<file path="config.mk">
export PLATFORM = sky130hd
export DESIGN_NAME = obstacle_speed_steer_control_core_flat
export DESIGN_NICKNAME = d
export VERILOG_FILES = /design/src/hw/rtl/ossc_pkg.sv /design/src/hw/rtl/ossc_in_if.sv /design/src/hw/rtl/ossc_out_if.sv /design/src/hw/rtl/obstacle_speed_steer_control_core.sv /design/src/hw/rtl/ossc_ser_mul.sv /design/src/hw/rtl/ossc_ser_div.sv /design/src/flat_wrapper.sv
export VERILOG_INCLUDE_DIRS = /design/src /design/src/hw/rtl
export SDC_FILE = /design/constraint.sdc
export NUM_CORES = 1
export LEC_CHECK = 0
export BUFFER_PORTS_ARGS = -buffer_cell sky130_fd_sc_hd__buf_2
export CELL_PAD_IN_SITES_DETAIL_PLACEMENT = 1
export CELL_PAD_IN_SITES_GLOBAL_PLACEMENT = 1
export CORE_AREA = 4 4 246 248
export CTS_BUF_LIST = sky130_fd_sc_hd__clkbuf_4 sky130_fd_sc_hd__clkbuf_8 sky130_fd_sc_hd__clkbuf_16
export DETAILED_ROUTE_END_ITERATION = 8
export DIE_AREA = 0 0 250 252
export MAX_ROUTING_LAYER = met4
export PLACE_DENSITY_LB_ADDON = 0.1
export SYNTH_ARGS = -nofsm -noshare
export SYNTH_HDL_FRONTEND = slang
export SYNTH_SLANG_ARGS = --single-unit
</file>
<file path="constraint.sdc">
create_clock -name i_clk -period 8.6 [get_ports i_clk]
set_clock_uncertainty 0.05 [all_clocks]
set_input_delay 1.29 -clock i_clk [delete_from_list [all_inputs] [get_ports i_clk]]
set_output_delay 1.29 -clock i_clk [all_outputs]
set_load 0.01 [all_outputs]
</file>
<file path="src/hw/rtl/obstacle_speed_steer_control_core_defines.svh">
// ----------------------------------------------------------------------------
// Assertion macros
// Concurrent check wrappers on i_clk, disabled while i_rst_n is low.
// ----------------------------------------------------------------------------
`ifndef OBSTACLE_SPEED_STEER_CONTROL_CORE_DEFINES_SVH
`define OBSTACLE_SPEED_STEER_CONTROL_CORE_DEFINES_SVH

`ifndef SYNTHESIS
`define OSSC_ASSERT(label, prop, msg) \
    label: assert property (@(posedge i_clk) disable iff (!i_rst_n) prop) else $error(msg);
`define OSSC_ASSERT_NEXT(label, ante, cons, msg) \
    label: assert property (@(posedge i_clk) disable iff (!i_rst_n) ante |=> cons) \
        else $error(msg);
`else
`define OSSC_ASSERT(label, prop, msg)
`define OSSC_ASSERT_NEXT(label, ante, cons, msg)
`endif

`endif

</file>
<file path="src/hw/rtl/ossc_pkg.sv">
// ----------------------------------------------------------------------------
// Obstacle speed/steer control package
// Field widths, register indexes and reset values shared by the block.
// ----------------------------------------------------------------------------
package ossc_pkg;

    localparam int DIST_W_DEF = 12;
    localparam int DIST_CFG_W = 12;
    localparam int DUTY_W     = 8;
    localparam int FRAC_W     = 8;
    localparam int ALPHA_W    = 9;
    localparam int GAIN_W     = 12;
    localparam int SPEED_W    = 16;
    localparam int BIAS_Q_W   = SPEED_W + 1;
    localparam int BIAS_OUT_W = 9;
    localparam int CFG_IDX_W  = 3;
    localparam int CFG_DATA_W = 12;

    localparam logic [CFG_IDX_W-1:0] REG_STOP     = 3'd0;
    localparam logic [CFG_IDX_W-1:0] REG_FULL     = 3'd1;
    localparam logic [CFG_IDX_W-1:0] REG_MIN_DUTY = 3'd2;
    localparam logic [CFG_IDX_W-1:0] REG_MAX_DUTY = 3'd3;
    localparam logic [CFG_IDX_W-1:0] REG_ALPHA    = 3'd4;
    localparam logic [CFG_IDX_W-1:0] REG_GAIN     = 3'd5;
    localparam logic [CFG_IDX_W-1:0] REG_MAX_BIAS = 3'd6;

    localparam logic [DIST_CFG_W-1:0] RST_STOP     = 12'd200;
    localparam logic [DIST_CFG_W-1:0] RST_FULL     = 12'd1000;
    localparam logic [DUTY_W-1:0]     RST_MIN_DUTY = 8'd80;
    localparam logic [DUTY_W-1:0]     RST_MAX_DUTY = 8'd200;
    localparam logic [ALPHA_W-1:0]    RST_ALPHA    = 9'd51;
    localparam logic [GAIN_W-1:0]     RST_GAIN     = 12'd128;
    localparam logic [DUTY_W-1:0]     RST_MAX_BIAS = 8'd60;

    typedef struct packed {
        logic [DIST_CFG_W-1:0] stop;
        logic [DIST_CFG_W-1:0] full;
        logic [DUTY_W-1:0]     min_duty;
        logic [DUTY_W-1:0]     max_duty;
        logic [ALPHA_W-1:0]    alpha;
        logic [GAIN_W-1:0]     gain;
        logic [DUTY_W-1:0]     max_bias;
    } t_cfg;

endpackage

</file>
<file path="src/hw/rtl/ossc_in_if.sv">
// ----------------------------------------------------------------------------
// Sensor request channel
// Valid/ready channel carrying the three distance readings.
// ----------------------------------------------------------------------------
interface ossc_in_if import ossc_pkg::*; #(
    parameter int DW = DIST_W_DEF
) ();
    logic          valid;
    logic          ready;
    logic [DW-1:0] center_distance;
    logic [DW-1:0] left_distance;
    logic [DW-1:0] right_distance;

    modport source (
        output valid, center_distance, left_distance, right_distance,
        input  ready
    );
    modport sink (
        input  valid, center_distance, left_distance, right_distance,
        output ready
    );
endinterface

</file>
<file path="src/hw/rtl/ossc_out_if.sv">
// ----------------------------------------------------------------------------
// Drive command channel
// Valid/ready channel carrying wheel duties, speeds and steering bias.
// ----------------------------------------------------------------------------
interface ossc_out_if import ossc_pkg::*; ();
    logic                         valid;
    logic                         ready;
    logic [DUTY_W-1:0]            left_duty;
    logic [DUTY_W-1:0]            right_duty;
    logic [SPEED_W-1:0]           smoothed_speed;
    logic [SPEED_W-1:0]           target_speed;
    logic signed [BIAS_OUT_W-1:0] steer_bias;

    modport source (
        output valid, left_duty, right_duty, smoothed_speed, target_speed, steer_bias,
        input  ready
    );
    modport sink (
        input  valid, left_duty, right_duty, smoothed_speed, target_speed, steer_bias,
        output ready
    );
endinterface

</file>
<file path="src/hw/rtl/obstacle_speed_steer_control_core.sv">
// ----------------------------------------------------------------------------
// Obstacle speed and steering control core
// Distance-driven target speed, smoothed speed and differential wheel duties.
// ----------------------------------------------------------------------------
//  channel  dir  handshake            payload
//  i_in     in   valid/ready          center, left, right distance
//  o_out    out  valid/ready          left/right duty, speeds, steer bias
//  i_cfg    in   write enable only    register index, write data
//
//  One request at a time. Ramp zone: timing set by the serial 8-bit ramp
//  multiply, the 16-bit restoring divider and the 9-bit filter multiply.
//  Stop and full zones: timing set by the 12-bit serial steering multiply.
//  Reset is synchronous and clears config to defaults and the speed to
//  zero. A held result does not block the next request; only the final
//  load waits for the output register to free up.
// ----------------------------------------------------------------------------
`include "obstacle_speed_steer_control_core_defines.svh"

module obstacle_speed_steer_control_core import ossc_pkg::*; #(
    parameter int DISTANCE_WIDTH = DIST_W_DEF
) (
    input  logic                  i_clk,
    input  logic                  i_rst_n,
    ossc_in_if.sink               i_in,
    ossc_out_if.source            o_out,
    input  logic                  i_cfg_we,
    input  logic [CFG_IDX_W-1:0]  i_cfg_idx,
    input  logic [CFG_DATA_W-1:0] i_cfg_data
);
    localparam int DW   = DISTANCE_WIDTH;
    localparam int EW   = (DW > DIST_CFG_W) ? DW : DIST_CFG_W;
    localparam int RP_W = DIST_CFG_W + 1 + DUTY_W;
    localparam int BP_W = DW + 1 + GAIN_W;
    localparam int FP_W = SPEED_W + 1 + ALPHA_W;
    localparam int FS_W = FP_W - FRAC_W;
    localparam int SS_W = FS_W + 1;
    localparam int DQ_W = SPEED_W + 2;

    typedef enum logic [2:0] {
        S_IDLE,
        S_RAMP_MUL,
        S_RAMP_DIV,
        S_FILT_GO,
        S_FILT_MUL,
        S_FINISH
    } t_state;

    t_state                      r_state;
    t_cfg                        r_cfg;
    logic [SPEED_W-1:0]          r_speed;
    logic [SPEED_W-1:0]          r_target;
    logic signed [BIAS_Q_W-1:0]  r_bias;
    logic                        r_bias_ok;
    logic                        r_out_valid;
    logic [DUTY_W-1:0]           r_out_left;
    logic [DUTY_W-1:0]           r_out_right;
    logic [SPEED_W-1:0]          r_out_speed;
    logic [SPEED_W-1:0]          r_out_target;
    logic signed [BIAS_OUT_W-1:0] r_out_bias;

    logic                        w_accept;
    logic [EW-1:0]               w_c_ext;
    logic [EW-1:0]               w_stop_ext;
    logic [EW-1:0]               w_full_ext;
    logic [EW-1:0]               w_cdiff;
    logic                        w_le_stop;
    logic                        w_ge_full;
    logic                        w_neg;
    logic [DUTY_W-1:0]           w_mag;
    logic signed [DW:0]          w_lr;
    logic                        w_ramp_start;
    logic                        w_ramp_done;
    logic signed [RP_W-1:0]      w_ramp_prod;
    logic                        w_div_start;
    logic                        w_div_done;
    logic [SPEED_W-1:0]          w_quot;
    logic [SPEED_W-1:0]          w_min_q;
    logic                        w_bias_done;
    logic signed [BP_W-1:0]      w_bias_prod;
    logic signed [BP_W-1:0]      w_lim;
    logic signed [BP_W-1:0]      w_nlim;
    logic                        w_filt_start;
    logic                        w_filt_done;
    logic signed [SPEED_W:0]     w_filt_a;
    logic signed [FP_W-1:0]      w_filt_prod;
    logic signed [FP_W-1:0]      w_filt_rnd;
    logic signed [SS_W-1:0]      w_spd_sum;
    logic [SPEED_W-1:0]          w_spd_sat;
    logic signed [DQ_W-1:0]      w_lq;
    logic signed [DQ_W-1:0]      w_rq;
    logic signed [BIAS_Q_W-1:0]  w_bias_rnd;
    logic                        w_out_free;
    logic                        w_load;

    function automatic logic [DUTY_W-1:0] duty_of(input logic signed [DQ_W-1:0] q);
        if (q[DQ_W-1] || (q == '0)) begin
            return '0;
        end else if (q[DQ_W-2]) begin
            return '1;
        end
        return q[DQ_W-3:FRAC_W];
    endfunction

    // config registers
    always_ff @(posedge i_clk) begin
        if (!i_rst_n) begin
            r_cfg.stop     <= RST_STOP;
            r_cfg.full     <= RST_FULL;
            r_cfg.min_duty <= RST_MIN_DUTY;
            r_cfg.max_duty <= RST_MAX_DUTY;
            r_cfg.alpha    <= RST_ALPHA;
            r_cfg.gain     <= RST_GAIN;
            r_cfg.max_bias <= RST_MAX_BIAS;
        end else if (i_cfg_we) begin
            unique case (i_cfg_idx)
                REG_STOP:     r_cfg.stop     <= i_cfg_data[DIST_CFG_W-1:0];
                REG_FULL:     r_cfg.full     <= i_cfg_data[DIST_CFG_W-1:0];
                REG_MIN_DUTY: r_cfg.min_duty <= i_cfg_data[DUTY_W-1:0];
                REG_MAX_DUTY: r_cfg.max_duty <= i_cfg_data[DUTY_W-1:0];
                REG_ALPHA:    r_cfg.alpha    <= i_cfg_data[ALPHA_W-1:0];
                REG_GAIN:     r_cfg.gain     <= i_cfg_data[GAIN_W-1:0];
                REG_MAX_BIAS: r_cfg.max_bias <= i_cfg_data[DUTY_W-1:0];
                default: ;
            endcase
        end
    end

    assign w_accept   = i_in.valid && (r_state == S_IDLE);
    assign w_c_ext    = EW'(i_in.center_distance);
    assign w_stop_ext = EW'(r_cfg.stop);
    assign w_full_ext = EW'(r_cfg.full);
    assign w_cdiff    = w_c_ext - w_stop_ext;
    assign w_le_stop  = (w_c_ext <= w_stop_ext);
    assign w_ge_full  = (w_c_ext >= w_full_ext);
    assign w_neg      = (r_cfg.max_duty < r_cfg.min_duty);
    assign w_mag      = w_neg ? (r_cfg.min_duty - r_cfg.max_duty)
                              : (r_cfg.max_duty - r_cfg.min_duty);
    assign w_lr       = $signed({1'b0, i_in.right_distance}) - $signed({1'b0, i_in.left_distance});

    assign w_ramp_start = w_accept && !w_le_stop && !w_ge_full;
    assign w_div_start  = (r_state == S_RAMP_MUL) && w_ramp_done;
    assign w_filt_start = (r_state == S_FILT_GO) && (r_target != '0);
    assign w_filt_a     = $signed({1'b0, r_target}) - $signed({1'b0, r_speed});
    assign w_min_q      = {r_cfg.min_duty, {FRAC_W{1'b0}}};

    ossc_ser_mul #(
        .A_W (DIST_CFG_W + 1),
        .B_W (DUTY_W)
    ) u_ramp_mul (
        .i_clk   (i_clk),
        .i_rst_n (i_rst_n),
        .i_start (w_ramp_start),
        .i_a     ($signed({1'b0, w_cdiff[DIST_CFG_W-1:0]})),
        .i_b     (w_mag),
        .o_done  (w_ramp_done),
        .o_prod  (w_ramp_prod)
    );

    ossc_ser_div #(
        .R_W (DIST_CFG_W),
        .Q_W (SPEED_W)
    ) u_ramp_div (
        .i_clk   (i_clk),
        .i_rst_n (i_rst_n),
        .i_start (w_div_start),
        .i_rem   (w_ramp_prod[FRAC_W +: DIST_CFG_W]),
        .i_num   ({w_ramp_prod[FRAC_W-1:0], {(SPEED_W-FRAC_W){1'b0}}}),
        .i_den   (r_cfg.full - r_cfg.stop),
        .o_done  (w_div_done),
        .o_quot  (w_quot)
    );

    ossc_ser_mul #(
        .A_W (DW + 1),
        .B_W (GAIN_W)
    ) u_bias_mul (
        .i_clk   (i_clk),
        .i_rst_n (i_rst_n),
        .i_start (w_accept),
        .i_a     (w_lr),
        .i_b     (r_cfg.gain),
        .o_done  (w_bias_done),
        .o_prod  (w_bias_prod)
    );

    ossc_ser_mul #(
        .A_W (SPEED_W + 1),
        .B_W (ALPHA_W)
    ) u_filt_mul (
        .i_clk   (i_clk),
        .i_rst_n (i_rst_n),
        .i_start (w_filt_start),
        .i_a     (w_filt_a),
        .i_b     (r_cfg.alpha),
        .o_done  (w_filt_done),
        .o_prod  (w_filt_prod)
    );

    // clamp limits for the steering product
    assign w_lim  = $signed({{(BP_W-SPEED_W){1'b0}}, r_cfg.max_bias, {FRAC_W{1'b0}}});
    assign w_nlim = -w_lim;

    // round the filter step toward zero, then saturate the new speed
    assign w_filt_rnd = w_filt_prod
                      + $signed({{(FP_W-FRAC_W){1'b0}}, {FRAC_W{w_filt_prod[FP_W-1]}}});
    assign w_spd_sum  = $signed({{(SS_W-SPEED_W){1'b0}}, r_speed})
                      + $signed({w_filt_rnd[FP_W-1], w_filt_rnd[FP_W-1:FRAC_W]});
    always_comb begin
        if (w_spd_sum[SS_W-1]) begin
            w_spd_sat = '0;
        end else if (w_spd_sum[SS_W-2:SPEED_W] != '0) begin
            w_spd_sat = '1;
        end else begin
            w_spd_sat = w_spd_sum[SPEED_W-1:0];
        end
    end

    assign w_lq = $signed({2'b00, r_speed}) + $signed({r_bias[BIAS_Q_W-1], r_bias});
    assign w_rq = $signed({2'b00, r_speed}) - $signed({r_bias[BIAS_Q_W-1], r_bias});
    assign w_bias_rnd = r_bias
                      + $signed({{(BIAS_Q_W-FRAC_W){1'b0}}, {FRAC_W{r_bias[BIAS_Q_W-1]}}});
    assign w_out_free = !r_out_valid || o_out.ready;
    assign w_load     = (r_state == S_FINISH) && r_bias_ok && w_out_free;

    always_ff @(posedge i_clk) begin
        if (!i_rst_n) begin
            r_state     <= S_IDLE;
            r_speed     <= '0;
            r_bias_ok   <= 1'b0;
            r_out_valid <= 1'b0;
        end else begin
            if (o_out.ready && !w_load) begin
                r_out_valid <= 1'b0;
            end
            if (w_bias_done) begin
                r_bias_ok <= 1'b1;
                if (w_bias_prod > w_lim) begin
                    r_bias <= w_lim[BIAS_Q_W-1:0];
                end else if (w_bias_prod < w_nlim) begin
                    r_bias <= w_nlim[BIAS_Q_W-1:0];
                end else begin
                    r_bias <= w_bias_prod[BIAS_Q_W-1:0];
                end
            end
            unique case (r_state)
                S_IDLE: begin
                    if (w_accept) begin
                        if (w_ramp_start) begin
                            r_state <= S_RAMP_MUL;
                        end else begin
                            r_target <= w_le_stop ? '0 : {r_cfg.max_duty, {FRAC_W{1'b0}}};
                            r_state  <= S_FILT_GO;
                        end
                    end
                end
                S_RAMP_MUL: begin
                    if (w_ramp_done) begin
                        r_state <= S_RAMP_DIV;
                    end
                end
                S_RAMP_DIV: begin
                    if (w_div_done) begin
                        r_target <= w_neg ? (w_min_q - w_quot) : (w_min_q + w_quot);
                        r_state  <= S_FILT_GO;
                    end
                end
                S_FILT_GO: begin
                    if (r_target == '0) begin
                        r_speed <= '0;
                        r_state <= S_FINISH;
                    end else begin
                        r_state <= S_FILT_MUL;
                    end
                end
                S_FILT_MUL: begin
                    if (w_filt_done) begin
                        r_speed <= w_spd_sat;
                        r_state <= S_FINISH;
                    end
                end
                S_FINISH: begin
                    if (w_load) begin
                        r_out_valid  <= 1'b1;
                        r_out_left   <= (r_speed == '0) ? '0 : duty_of(w_lq);
                        r_out_right  <= (r_speed == '0) ? '0 : duty_of(w_rq);
                        r_out_speed  <= r_speed;
                        r_out_target <= r_target;
                        r_out_bias   <= w_bias_rnd[BIAS_Q_W-1:FRAC_W];
                        r_bias_ok    <= 1'b0;
                        r_state      <= S_IDLE;
                    end
                end
                default: r_state <= S_IDLE;
            endcase
        end
    end

    assign i_in.ready           = (r_state == S_IDLE);
    assign o_out.valid          = r_out_valid;
    assign o_out.left_duty      = r_out_left;
    assign o_out.right_duty     = r_out_right;
    assign o_out.smoothed_speed = r_out_speed;
    assign o_out.target_speed   = r_out_target;
    assign o_out.steer_bias     = r_out_bias;

    `OSSC_ASSERT(a_out_from_finish, $rose(o_out.valid) |-> ($past(r_state) == S_FINISH), "result loaded outside finish")
    `OSSC_ASSERT(a_div_in_ramp, w_div_done |-> (r_state == S_RAMP_DIV), "divider finished outside ramp")
    `OSSC_ASSERT(a_zero_speed_duty, (o_out.valid && (o_out.smoothed_speed == '0)) |-> ((o_out.left_duty == '0) && (o_out.right_duty == '0)), "nonzero duty at zero speed")
    `OSSC_ASSERT(a_zero_target_speed, (o_out.valid && (o_out.target_speed == '0)) |-> (o_out.smoothed_speed == '0), "speed kept with zero target")
    `OSSC_ASSERT_NEXT(a_accept_busy, w_accept, !i_in.ready, "request taken while busy")

endmodule

</file>
<file path="src/hw/rtl/ossc_ser_mul.sv">
// ----------------------------------------------------------------------------
// Serial multiplier
// Signed by unsigned shift-add product, one multiplier bit per cycle.
// ----------------------------------------------------------------------------
module ossc_ser_mul import ossc_pkg::*; #(
    parameter int A_W = DIST_CFG_W + 1,
    parameter int B_W = DUTY_W
) (
    input  logic                     i_clk,
    input  logic                     i_rst_n,
    input  logic                     i_start,
    input  logic signed [A_W-1:0]    i_a,
    input  logic        [B_W-1:0]    i_b,
    output logic                     o_done,
    output logic signed [A_W+B_W-1:0] o_prod
);
    localparam int CNT_W = $clog2(B_W + 1);

    logic                r_busy;
    logic                r_done;
    logic [CNT_W-1:0]    r_cnt;
    logic signed [A_W-1:0] r_a;
    logic signed [A_W:0]   r_acc;
    logic [B_W-1:0]      r_b;
    logic signed [A_W:0]   w_add;
    logic signed [A_W:0]   w_sum;

    assign w_add = r_b[0] ? $signed({r_a[A_W-1], r_a}) : '0;
    assign w_sum = r_acc + w_add;

    always_ff @(posedge i_clk) begin
        if (!i_rst_n) begin
            r_busy <= 1'b0;
            r_done <= 1'b0;
            r_cnt  <= '0;
        end else begin
            r_done <= 1'b0;
            if (i_start) begin
                r_busy <= 1'b1;
                r_cnt  <= CNT_W'(B_W);
            end else if (r_busy) begin
                r_cnt <= r_cnt - 1'b1;
                if (r_cnt == CNT_W'(1)) begin
                    r_busy <= 1'b0;
                    r_done <= 1'b1;
                end
            end
        end
    end

    always_ff @(posedge i_clk) begin
        if (i_start) begin
            r_a   <= i_a;
            r_b   <= i_b;
            r_acc <= '0;
        end else if (r_busy) begin
            r_acc <= w_sum >>> 1;
            r_b   <= {w_sum[0], r_b[B_W-1:1]};
        end
    end

    assign o_done = r_done;
    assign o_prod = $signed({r_acc[A_W-1:0], r_b});

endmodule

</file>
<file path="src/hw/rtl/ossc_ser_div.sv">
// ----------------------------------------------------------------------------
// Serial divider
// Restoring division, one quotient bit per cycle, remainder kept below divisor.
// ----------------------------------------------------------------------------
module ossc_ser_div import ossc_pkg::*; #(
    parameter int R_W = DIST_CFG_W,
    parameter int Q_W = SPEED_W
) (
    input  logic           i_clk,
    input  logic           i_rst_n,
    input  logic           i_start,
    input  logic [R_W-1:0] i_rem,
    input  logic [Q_W-1:0] i_num,
    input  logic [R_W-1:0] i_den,
    output logic           o_done,
    output logic [Q_W-1:0] o_quot
);
    localparam int CNT_W = $clog2(Q_W + 1);

    logic             r_busy;
    logic             r_done;
    logic [CNT_W-1:0] r_cnt;
    logic [R_W-1:0]   r_rem;
    logic [R_W-1:0]   r_den;
    logic [Q_W-1:0]   r_num;
    logic [R_W:0]     w_shift;
    logic [R_W+1:0]   w_trial;
    logic             w_ge;

    assign w_shift = {r_rem, r_num[Q_W-1]};
    assign w_trial = {1'b0, w_shift} - {2'b00, r_den};
    assign w_ge    = !w_trial[R_W+1];

    always_ff @(posedge i_clk) begin
        if (!i_rst_n) begin
            r_busy <= 1'b0;
            r_done <= 1'b0;
            r_cnt  <= '0;
        end else begin
            r_done <= 1'b0;
            if (i_start) begin
                r_busy <= 1'b1;
                r_cnt  <= CNT_W'(Q_W);
            end else if (r_busy) begin
                r_cnt <= r_cnt - 1'b1;
                if (r_cnt == CNT_W'(1)) begin
                    r_busy <= 1'b0;
                    r_done <= 1'b1;
                end
            end
        end
    end

    always_ff @(posedge i_clk) begin
        if (i_start) begin
            r_rem <= i_rem;
            r_num <= i_num;
            r_den <= i_den;
        end else if (r_busy) begin
            r_rem <= w_ge ? w_trial[R_W-1:0] : w_shift[R_W-1:0];
            r_num <= {r_num[Q_W-2:0], w_ge};
        end
    end

    assign o_done = r_done;
    assign o_quot = r_num;

endmodule

</file>
<file path="src/flat_wrapper.sv">
// flat-port wrapper written by rule: the top's interface ports become plain ports
module obstacle_speed_steer_control_core_flat import ossc_pkg::*;
#(
    parameter int DISTANCE_WIDTH = DIST_W_DEF
)
  (i_clk, i_rst_n, i_cfg_we, i_cfg_idx, i_cfg_data, i_in_valid, i_in_center_distance, i_in_left_distance, i_in_right_distance, i_in_ready, o_out_valid, o_out_left_duty, o_out_right_duty, o_out_smoothed_speed, o_out_target_speed, o_out_steer_bias, o_out_ready);
  ossc_in_if i_in_i ();
  ossc_out_if o_out_i ();
  input  logic i_clk;
  input  logic i_rst_n;
  input  logic i_cfg_we;
  input  logic [CFG_IDX_W-1:0] i_cfg_idx;
  input  logic [CFG_DATA_W-1:0] i_cfg_data;
  input wire logic [$bits(i_in_i.valid)-1:0] i_in_valid;
  input wire logic [$bits(i_in_i.center_distance)-1:0] i_in_center_distance;
  input wire logic [$bits(i_in_i.left_distance)-1:0] i_in_left_distance;
  input wire logic [$bits(i_in_i.right_distance)-1:0] i_in_right_distance;
  output wire logic [$bits(i_in_i.ready)-1:0] i_in_ready;
  output wire logic [$bits(o_out_i.valid)-1:0] o_out_valid;
  output wire logic [$bits(o_out_i.left_duty)-1:0] o_out_left_duty;
  output wire logic [$bits(o_out_i.right_duty)-1:0] o_out_right_duty;
  output wire logic [$bits(o_out_i.smoothed_speed)-1:0] o_out_smoothed_speed;
  output wire logic [$bits(o_out_i.target_speed)-1:0] o_out_target_speed;
  output wire logic [$bits(o_out_i.steer_bias)-1:0] o_out_steer_bias;
  input wire logic [$bits(o_out_i.ready)-1:0] o_out_ready;
  assign i_in_i.valid = i_in_valid;
  assign i_in_i.center_distance = i_in_center_distance;
  assign i_in_i.left_distance = i_in_left_distance;
  assign i_in_i.right_distance = i_in_right_distance;
  assign i_in_ready = i_in_i.ready;
  assign o_out_valid = o_out_i.valid;
  assign o_out_left_duty = o_out_i.left_duty;
  assign o_out_right_duty = o_out_i.right_duty;
  assign o_out_smoothed_speed = o_out_i.smoothed_speed;
  assign o_out_target_speed = o_out_i.target_speed;
  assign o_out_steer_bias = o_out_i.steer_bias;
  assign o_out_i.ready = o_out_ready;
  obstacle_speed_steer_control_core #(.DISTANCE_WIDTH(DISTANCE_WIDTH)) u_core (.i_clk(i_clk), .i_rst_n(i_rst_n), .i_in(i_in_i), .o_out(o_out_i), .i_cfg_we(i_cfg_we), .i_cfg_idx(i_cfg_idx), .i_cfg_data(i_cfg_data));
endmodule
</file>
==> results.json, run 1 <==
{
  "ff2ff_path_depth": 20,
  "drv_slew": 0,
  "pwr-share-comb_pct": 29.8,
  "dieArea_um2": 63000,
  "use_met3_pct": 3.53,
  "num_rows": 89,
  "rsz0062_at_grt": "no",
  "syn-mean-instance-area_um2": 9.27,
  "slowest_delay_ns": 0.66,
  "crit_buf_inv": 0,
  "r2r_start": "u_core.u_filt_mul.r_acc[16]$_SDFFE_PP0P_",
  "grt_max_degree": 77,
  "cts_setup_buffers": 0,
  "cp_top_family": "compound AO/OA/AOI/OAI gates",
  "num_vias": 18268,
  "ys_warn_count": 0,
  "boundaryPins": 115,
  "place_ws_ns": 3.30,
  "cp_data_required_time_ns": 9.06,
  "die_w_um": 250,
  "initialDrtViolationCount": 805,
  "synth_seq_cells": 359,
  "clock.fmax_mhz": 188,
  "slowest_stage": "a211oi_4",
  "powerDensity_nw_per_um2": 238,
  "period_share_pct": 62.0,
  "top_usage_layer": "met2",
  "crit_top_cell": "a21o_1",
  "p_leak_nw": 10.9,
  "crit_path_end": "u_core.r_speed[5]$_SDFFE_PN0P_",
  "synthCells": 2498,
  "numCtsBuffers": 45,
  "clockRootBuffer": "clkbuf_16",
  "setup_tns_ns": 0,
  "place.gp.congestion": 0.869,
  "setup_violations": 0,
  "cp.depth": 20,
  "antenna_found_initial": 6,
  "clockBufferDepth": 3,
  "r2r_end": "u_core.r_speed[5]$_SDFFE_PN0P_",
  "drive_above_1_share_pct": 9.75,
  "p_clk_share_pct": 31.1,
  "postRouteAntennaNets": 0,
  "critPathLaunchType": "register",
  "crit_chain": "ha_1 > nand4_1 > a21o_1 > a21o_1 > nand2_1 > nand4_1 > nor2_1 > nand2_1 > nor2_1 > xor2_1 > ha_1 > a21o_1 > a21o_1 > a21o_1 > a31oi_1 > o21ai_0 > nor2b_1 > maj3_2 > a211oi_4 > a221o_2",
  "ys.flop_type": "edfxtp_1",
  "reg2reg_slack_ns": 3.27,
  "wire_per_inst_um": 19.6,
  "ctsResizeCount": 0,
  "ys_types": 76,
  "ir_worst_vdd_mv": 0.197,
  "period_needed_ns": 5.33,
  "layout_common_cells": "nand2_1, ha_1, inv_1",
  "ys_seq_area_share_pct": 39.4,
  "postCtsHoldBufs": 0,
  "swShare_pct": 34.1,
  "status": "finished clean",
  "crit_path_start": "u_core.u_filt_mul.r_acc[16]$_SDFFE_PP0P_",
  "slew_headroom_pct": 16.8,
  "pwr-share-seq_pct": 39.0,
  "grt_pass1_vias": 19168,
  "cp.arrival_ns": 5.79,
  "initial_core_util_pct": 39.6,
  "cts.reportedPaths.clkPinSlew_ns": 0.06,
  "hold_violations": 0,
  "cp-end-kind": "register",
  "tightest_slew_ns": 1.24,
  "final_common_cell": "nand2_1",
  "clock-sinks": 359,
  "grt_pass1_wl_um": 106000,
  "area_growth_pct": 12.4,
  "grt_remaining_overflow": 0,
  "fp.coreArea_um2": 58500,
  "htreeDepth": 2,
  "drcViolationCount": 0,
  "critPathKind": "reg -> reg",
  "grt_use_met1_pct": 26.9,
  "detailed_place_hpwl_um": 51300,
  "fin_hold_ws_ns": 0.403,
  "cts_tree": "built",
  "setup_ws_ns": 3.27,
  "routed_via_density": 5.35,
  "numPortBuffers": 114,
  "synth_edf_count": 193,
  "nNetsFinal": 2913,
  "grtUsageMet2_pct": 36.5,
  "wl_um": 66800,
  "synth_area_um2": 23200,
  "internal-power_mw": 4.08,
  "clock_latency_ns": 0.57,
  "cp_max_fo": 16,
  "die-height_um": 252,
  "p_sw_mw": 2.12,
  "async_flop_share_pct": 0,
  "firstDrtPassIters": 5,
  "cap_viol_max_count": 0,
  "track_usage_pct": 21.5,
  "syn_nets": 2812,
  "hold_path_class": "reg -> reg"
}
[cell families (layout without fill, tap and decap cells)]
| kind of cell | count (synthesis) | after routing | synth area share [%] |
|---|---|---|---|
| AND/OR/NAND/NOR | 834 | 834 | 16.7 |
| AO/OA/AOI/OAI | 533 | 533 | 15.6 |
| flip-flops | 359 | 359 | 39.4 |
| buffers and inverters | 286 | 424 | 4.82 |
| adder cells (fa/ha/maj) | 260 | 260 | 14.5 |
| XOR/XNOR | 159 | 159 | 6.01 |
| multiplexers | 67 | 67 | 2.97 |
| other | 0 | 4 | 0 |
[registers in the layout, summed over array words and instances (netlist names), 13 cells and up]
signal / flops
u_core.u_ramp_mul.r_acc: 13
u_core.u_filt_mul.r_acc: 17
u_core.r_target: 16
u_core.u_bias_mul.r_a: 13
u_core.u_bias_mul.r_acc: 13
u_core.u_filt_mul.r_a: 17
u_core.r_speed: 16
u_core.r_cfg: 45
u_core.r_bias: 17
u_core.u_ramp_div.o_quot: 16
u_core.o_out.target_speed: 16
u_core.o_out.smoothed_speed: 16
[worst register-to-register path, stage by stage, from the launching register on]
cell	delay [ns]
dfxtp_1	0.65
ha_1	0.23
nand4_1	0.10
a21o_1	0.21
a21o_1	0.21
nand2_1	0.13
nand4_1	0.19
nor2_1	0.34
nand2_1	0.17
nor2_1	0.16
xor2_1	0.17
ha_1	0.30
a21o_1	0.20
a21o_1	0.17
a21o_1	0.19
a31oi_1	0.20
o21ai_0	0.19
nor2b_1	0.18
maj3_2	0.33
a211oi_4	0.66
a221o_2	0.23
[area by class of cell]
class | instances | area (um2)
fill | 6711 | 32400
multi-input combinational | 1853 | 13000
inverter | 211 | 792
clock buffer | 60 | 1290
sequential | 359 | 9120
clock inverter | 24 | 219
tap | 773 | 967
timing repair buffer | 129 | 683
antenna | 4 | 10.0
[worst min-delay path by stage]
stage                                                   startpoint                                       end  slack [ns]  cells past startpoint
after global routing                 u_core.r_cfg[12]$_SDFFE_PN0P_             u_core.r_cfg[12]$_SDFFE_PN0P_        0.43                      2
after detailed placement  u_core.u_ramp_mul.r_acc[12]$_SDFFE_PP0P_  u_core.u_ramp_mul.r_acc[12]$_SDFFE_PP0P_        0.39                      2
after CTS                 u_core.u_ramp_mul.r_acc[12]$_SDFFE_PP0P_  u_core.u_ramp_mul.r_acc[12]$_SDFFE_PP0P_        0.40                      2
final                     u_core.u_ramp_mul.r_acc[12]$_SDFFE_PP0P_  u_core.u_ramp_mul.r_acc[12]$_SDFFE_PP0P_        0.40                      2
after global placement    u_core.u_ramp_mul.r_acc[12]$_SDFFE_PP0P_  u_core.u_ramp_mul.r_acc[12]$_SDFFE_PP0P_        0.38                      2
after floorplan           u_core.u_ramp_mul.r_acc[12]$_SDFFE_PP0P_  u_core.u_ramp_mul.r_acc[12]$_SDFFE_PP0P_        0.37                      2
[through the flow]
| stage | cells | util, % | area [um2] | power [mW] |
|---|---|---|---|---|
| detailed placement | 3325 | 41.9 | 24500 | 4.32 |
| finish | 3413 | 44.5 | 26000 | 6.20 |
| CTS | 3409 | 44.5 | 26000 | 6.28 |
| floorplan | 2498 | - | 23200 | 3.75 |
| global route | 3413 | 44.5 | 26000 | 6.63 |
| global placement | 3325 | 41.9 | 24500 | 4.24 |
[synthesized netlist by cell type (18+ instances only)]
cell type	instances	area, um2
clkbuf_1	59	221
xnor2_1	116	1020
o21ai_0	104	521
nor2_1	209	785
o211ai_1	25	188
a21boi_0	67	503
o21a_1	34	255
nand2_1	296	1110
and2_1	50	313
and3_1	18	113
mux2i_1	54	541
dfxtp_1	166	3320
inv_1	211	792
a211oi_1	30	225
xor2_1	43	377
a21o_1	31	233
nor4_1	20	125
nand2b_1	26	163
a21oi_1	116	581
nor3_1	59	295
edfxtp_1	193	5800
nand3_1	49	245
ha_1	244	3050
nor2b_1	42	263
[per-layer routing]
metal	routed length, um	part of all wire (%)
met1	30300	45
met2	32100	48
met3	2530	3.8
met4	1850	2.8
met5	0	0
[power by group through the flow]
stage / registers (mW) / logic, mW / clock network [mW]
after floorplan: 2.30 / 1.45 / 0
after global routing: 2.46 / 2.12 / 2.06
after CTS: 2.43 / 1.87 / 1.98
final: 2.42 / 1.85 / 1.93
after detailed placement: 2.46 / 1.86 / 0
after global placement: 2.45 / 1.78 / 0
No activity file was read; power rests on OpenSTA's default activity.
==> run 2, diff against run 1 <==
Clock period 8.6 ns to 5.4 ns, I/O delays scaled along.
==> results.json, run 2 (synthesis gave the netlist of run 1 again) <==
{
  "status": "finished clean",
  "fin_util_pct": 44.5,
  "clockBufferDepth": 3,
  "crit_chain": "ha_1 > nand4_1 > a21o_1 > a21o_1 > nand2_1 > nand4_1 > nor2_1 > nand2_1 > nor2_1 > xor2_1 > ha_1 > a21o_1 > a21o_1 > a21o_1 > a31oi_1 > o21ai_0 > maj3_1 > o21a_2 > a221o_2",
  "powerDensity_nw_per_um2": 377,
  "slew_headroom_pct": 16.9,
  "crit_buf_inv": 0,
  "track_usage_pct": 21.7,
  "num_rows": 89,
  "firstDrtPassIters": 5,
  "cts_tree": "built",
  "antenna_found_initial": 5,
  "dieArea_um2": 63000,
  "die-height_um": 252,
  "routed_via_density": 5.36,
  "slowest_delay_ns": 0.42,
  "initialDrtViolationCount": 811,
  "final_common_cell": "nand2_1",
  "cp_top_family": "compound AO/OA/AOI/OAI gates",
  "design_area_um2": 26000,
  "clock.fmax_mhz": 201,
  "setup_violations": 0,
  "cp_data_required_time_ns": 5.81,
  "cp_max_fo": 16,
  "crit_top_cell": "a21o_1",
  "cts_setup_buffers": 0,
  "hold_violations": 0,
  "nFillCells": 6738,
  "nNetsFinal": 2915,
  "grt_max_degree": 78,
  "ctsResizeCount": 0,
  "grt_pass1_vias": 19244,
  "cts.reportedPaths.clkPinSlew_ns": 0.06,
  "numPortBuffers": 114,
  "area_growth_pct": 12.4,
  "drcViolationCount": 0,
  "grt_pass1_wl_um": 106000,
  "layout_common_cells": "nand2_1, ha_1, inv_1",
  "cap_viol_max_count": 0,
  "die_w_um": 250,
  "slowest_stage": "a221o_2",
  "detailed_place_hpwl_um": 51500,
  "postCtsHoldBufs": 0,
  "hold_path_class": "reg -> reg",
  "setup_ws_ns": 0.433,
  "rsz0062_at_grt": "no",
  "clock_latency_ns": 0.59,
  "wire_per_inst_um": 19.7,
  "cp-end-kind": "register",
  "tightest_slew_ns": 1.24,
  "wl_um": 67200,
  "p_leak_nw": 10.9,
  "initial_core_util_pct": 39.6,
  "period_needed_ns": 4.97,
  "clock-sinks": 359,
  "place_area_um2": 24500,
  "ir_worst_vdd_mv": 0.219,
  "drv_slew": 0,
  "num_vias": 18310,
  "place_ws_ns": 0.337,
  "critPathLaunchType": "register",
  "fp.coreArea_um2": 58500,
  "grt_remaining_overflow": 0,
  "critPathKind": "reg -> reg",
  "boundaryPins": 115,
  "top_register": "u_core.r_cfg",
  "htreeDepth": 2,
  "cp.arrival_ns": 5.38,
  "postRouteAntennaNets": 0,
  "numCtsBuffers": 44,
  "drive_above_1_share_pct": 10.1,
  "clockRootBuffer": "clkbuf_16",
  "power_mw": 9.82,
  "setup_tns_ns": 0,
  "place.gp.congestion": 0.851,
  "period_share_pct": 92.0,
  "largest_reg_flops": 45
}
## run 2: cell count changes in the layout (fill, tap and decap cells not counted)
cell	before	now
clkinv_1	9	2
dfxtp_2	0	1
inv_6	1	0
clkbuf_4	11	10
buf_4	15	18
clkinv_8	0	1
clkbuf_8	2	8
bufinv_16	4	1
inv_4	0	1
clkinv_2	8	10
dfxtp_1	166	165
clkinv_4	1	0
clkinvlp_4	1	2
## run 2: layout make-up
type	instances	area, um2	area share, %
multi-input combinational	1853	13000	49.8
sequential	359	9120	35.0
clock buffer	65	1360	5.23
tap	773	967	3.72
inverter	211	792	3.04
timing repair buffer	132	706	2.71
clock inverter	17	125	0.481
antenna	4	10.0	0.0385
## run 2: worst reg2reg max path, stage by stage (launching register included)
cell	delay, ns
dfxtp_2	0.41
ha_1	0.33
nand4_1	0.09
a21o_1	0.19
a21o_1	0.21
nand2_1	0.14
nand4_1	0.18
nor2_1	0.34
nand2_1	0.17
nor2_1	0.16
xor2_1	0.16
ha_1	0.30
a21o_1	0.21
a21o_1	0.17
a21o_1	0.19
a31oi_1	0.23
o21ai_0	0.20
maj3_1	0.37
o21a_2	0.32
a221o_2	0.42
## run 2: through the flow
stage	instances	hold WS [ns]
finish	3414	0.417
global route	3414	0.433
CTS	3410	0.414
detailed placement	3328	0.408
global placement	3328	0.405
floorplan	2498	0.374
## run 2: layer usage
layer  wire, um  part of all wire (%)  track usage (%)
met1      30800                    46             27.0
met2      32500                    48             37.0
met3       2160                   3.2             2.95
met4       1710                   2.5             6.45
met5          0                     0                -
## run 2: power breakdown
part	switching (mW)	internal [mW]	leakage (nW)	total [mW]
clock	1.21	1.80	0.751	3.00
combinational	1.70	1.25	7.02	2.96
sequential	0.466	3.39	3.13	3.86
total	3.38	6.44	10.9	9.82
## run 2: path summary, 6_finish.rpt
| path | startpoint | to | slack [ns] | depth (start not counted) |
|---|---|---|---|---|
| max reg2reg | u_core.u_filt_mul.r_acc[16]$_SDFFE_PP0P_ | u_core.r_speed[1]$_SDFFE_PN0P_ | 0.43 | 19 |
| min reg2reg | u_core.w_stop_ext[10]$_SDFFE_PN0P_ | u_core.w_stop_ext[10]$_SDFFE_PN0P_ | 0.42 | 2 |
| max | u_core.u_filt_mul.r_acc[16]$_SDFFE_PP0P_ | u_core.r_speed[1]$_SDFFE_PN0P_ | 0.43 | 19 |
| min | u_core.w_stop_ext[10]$_SDFFE_PN0P_ | u_core.w_stop_ext[10]$_SDFFE_PN0P_ | 0.42 | 2 |
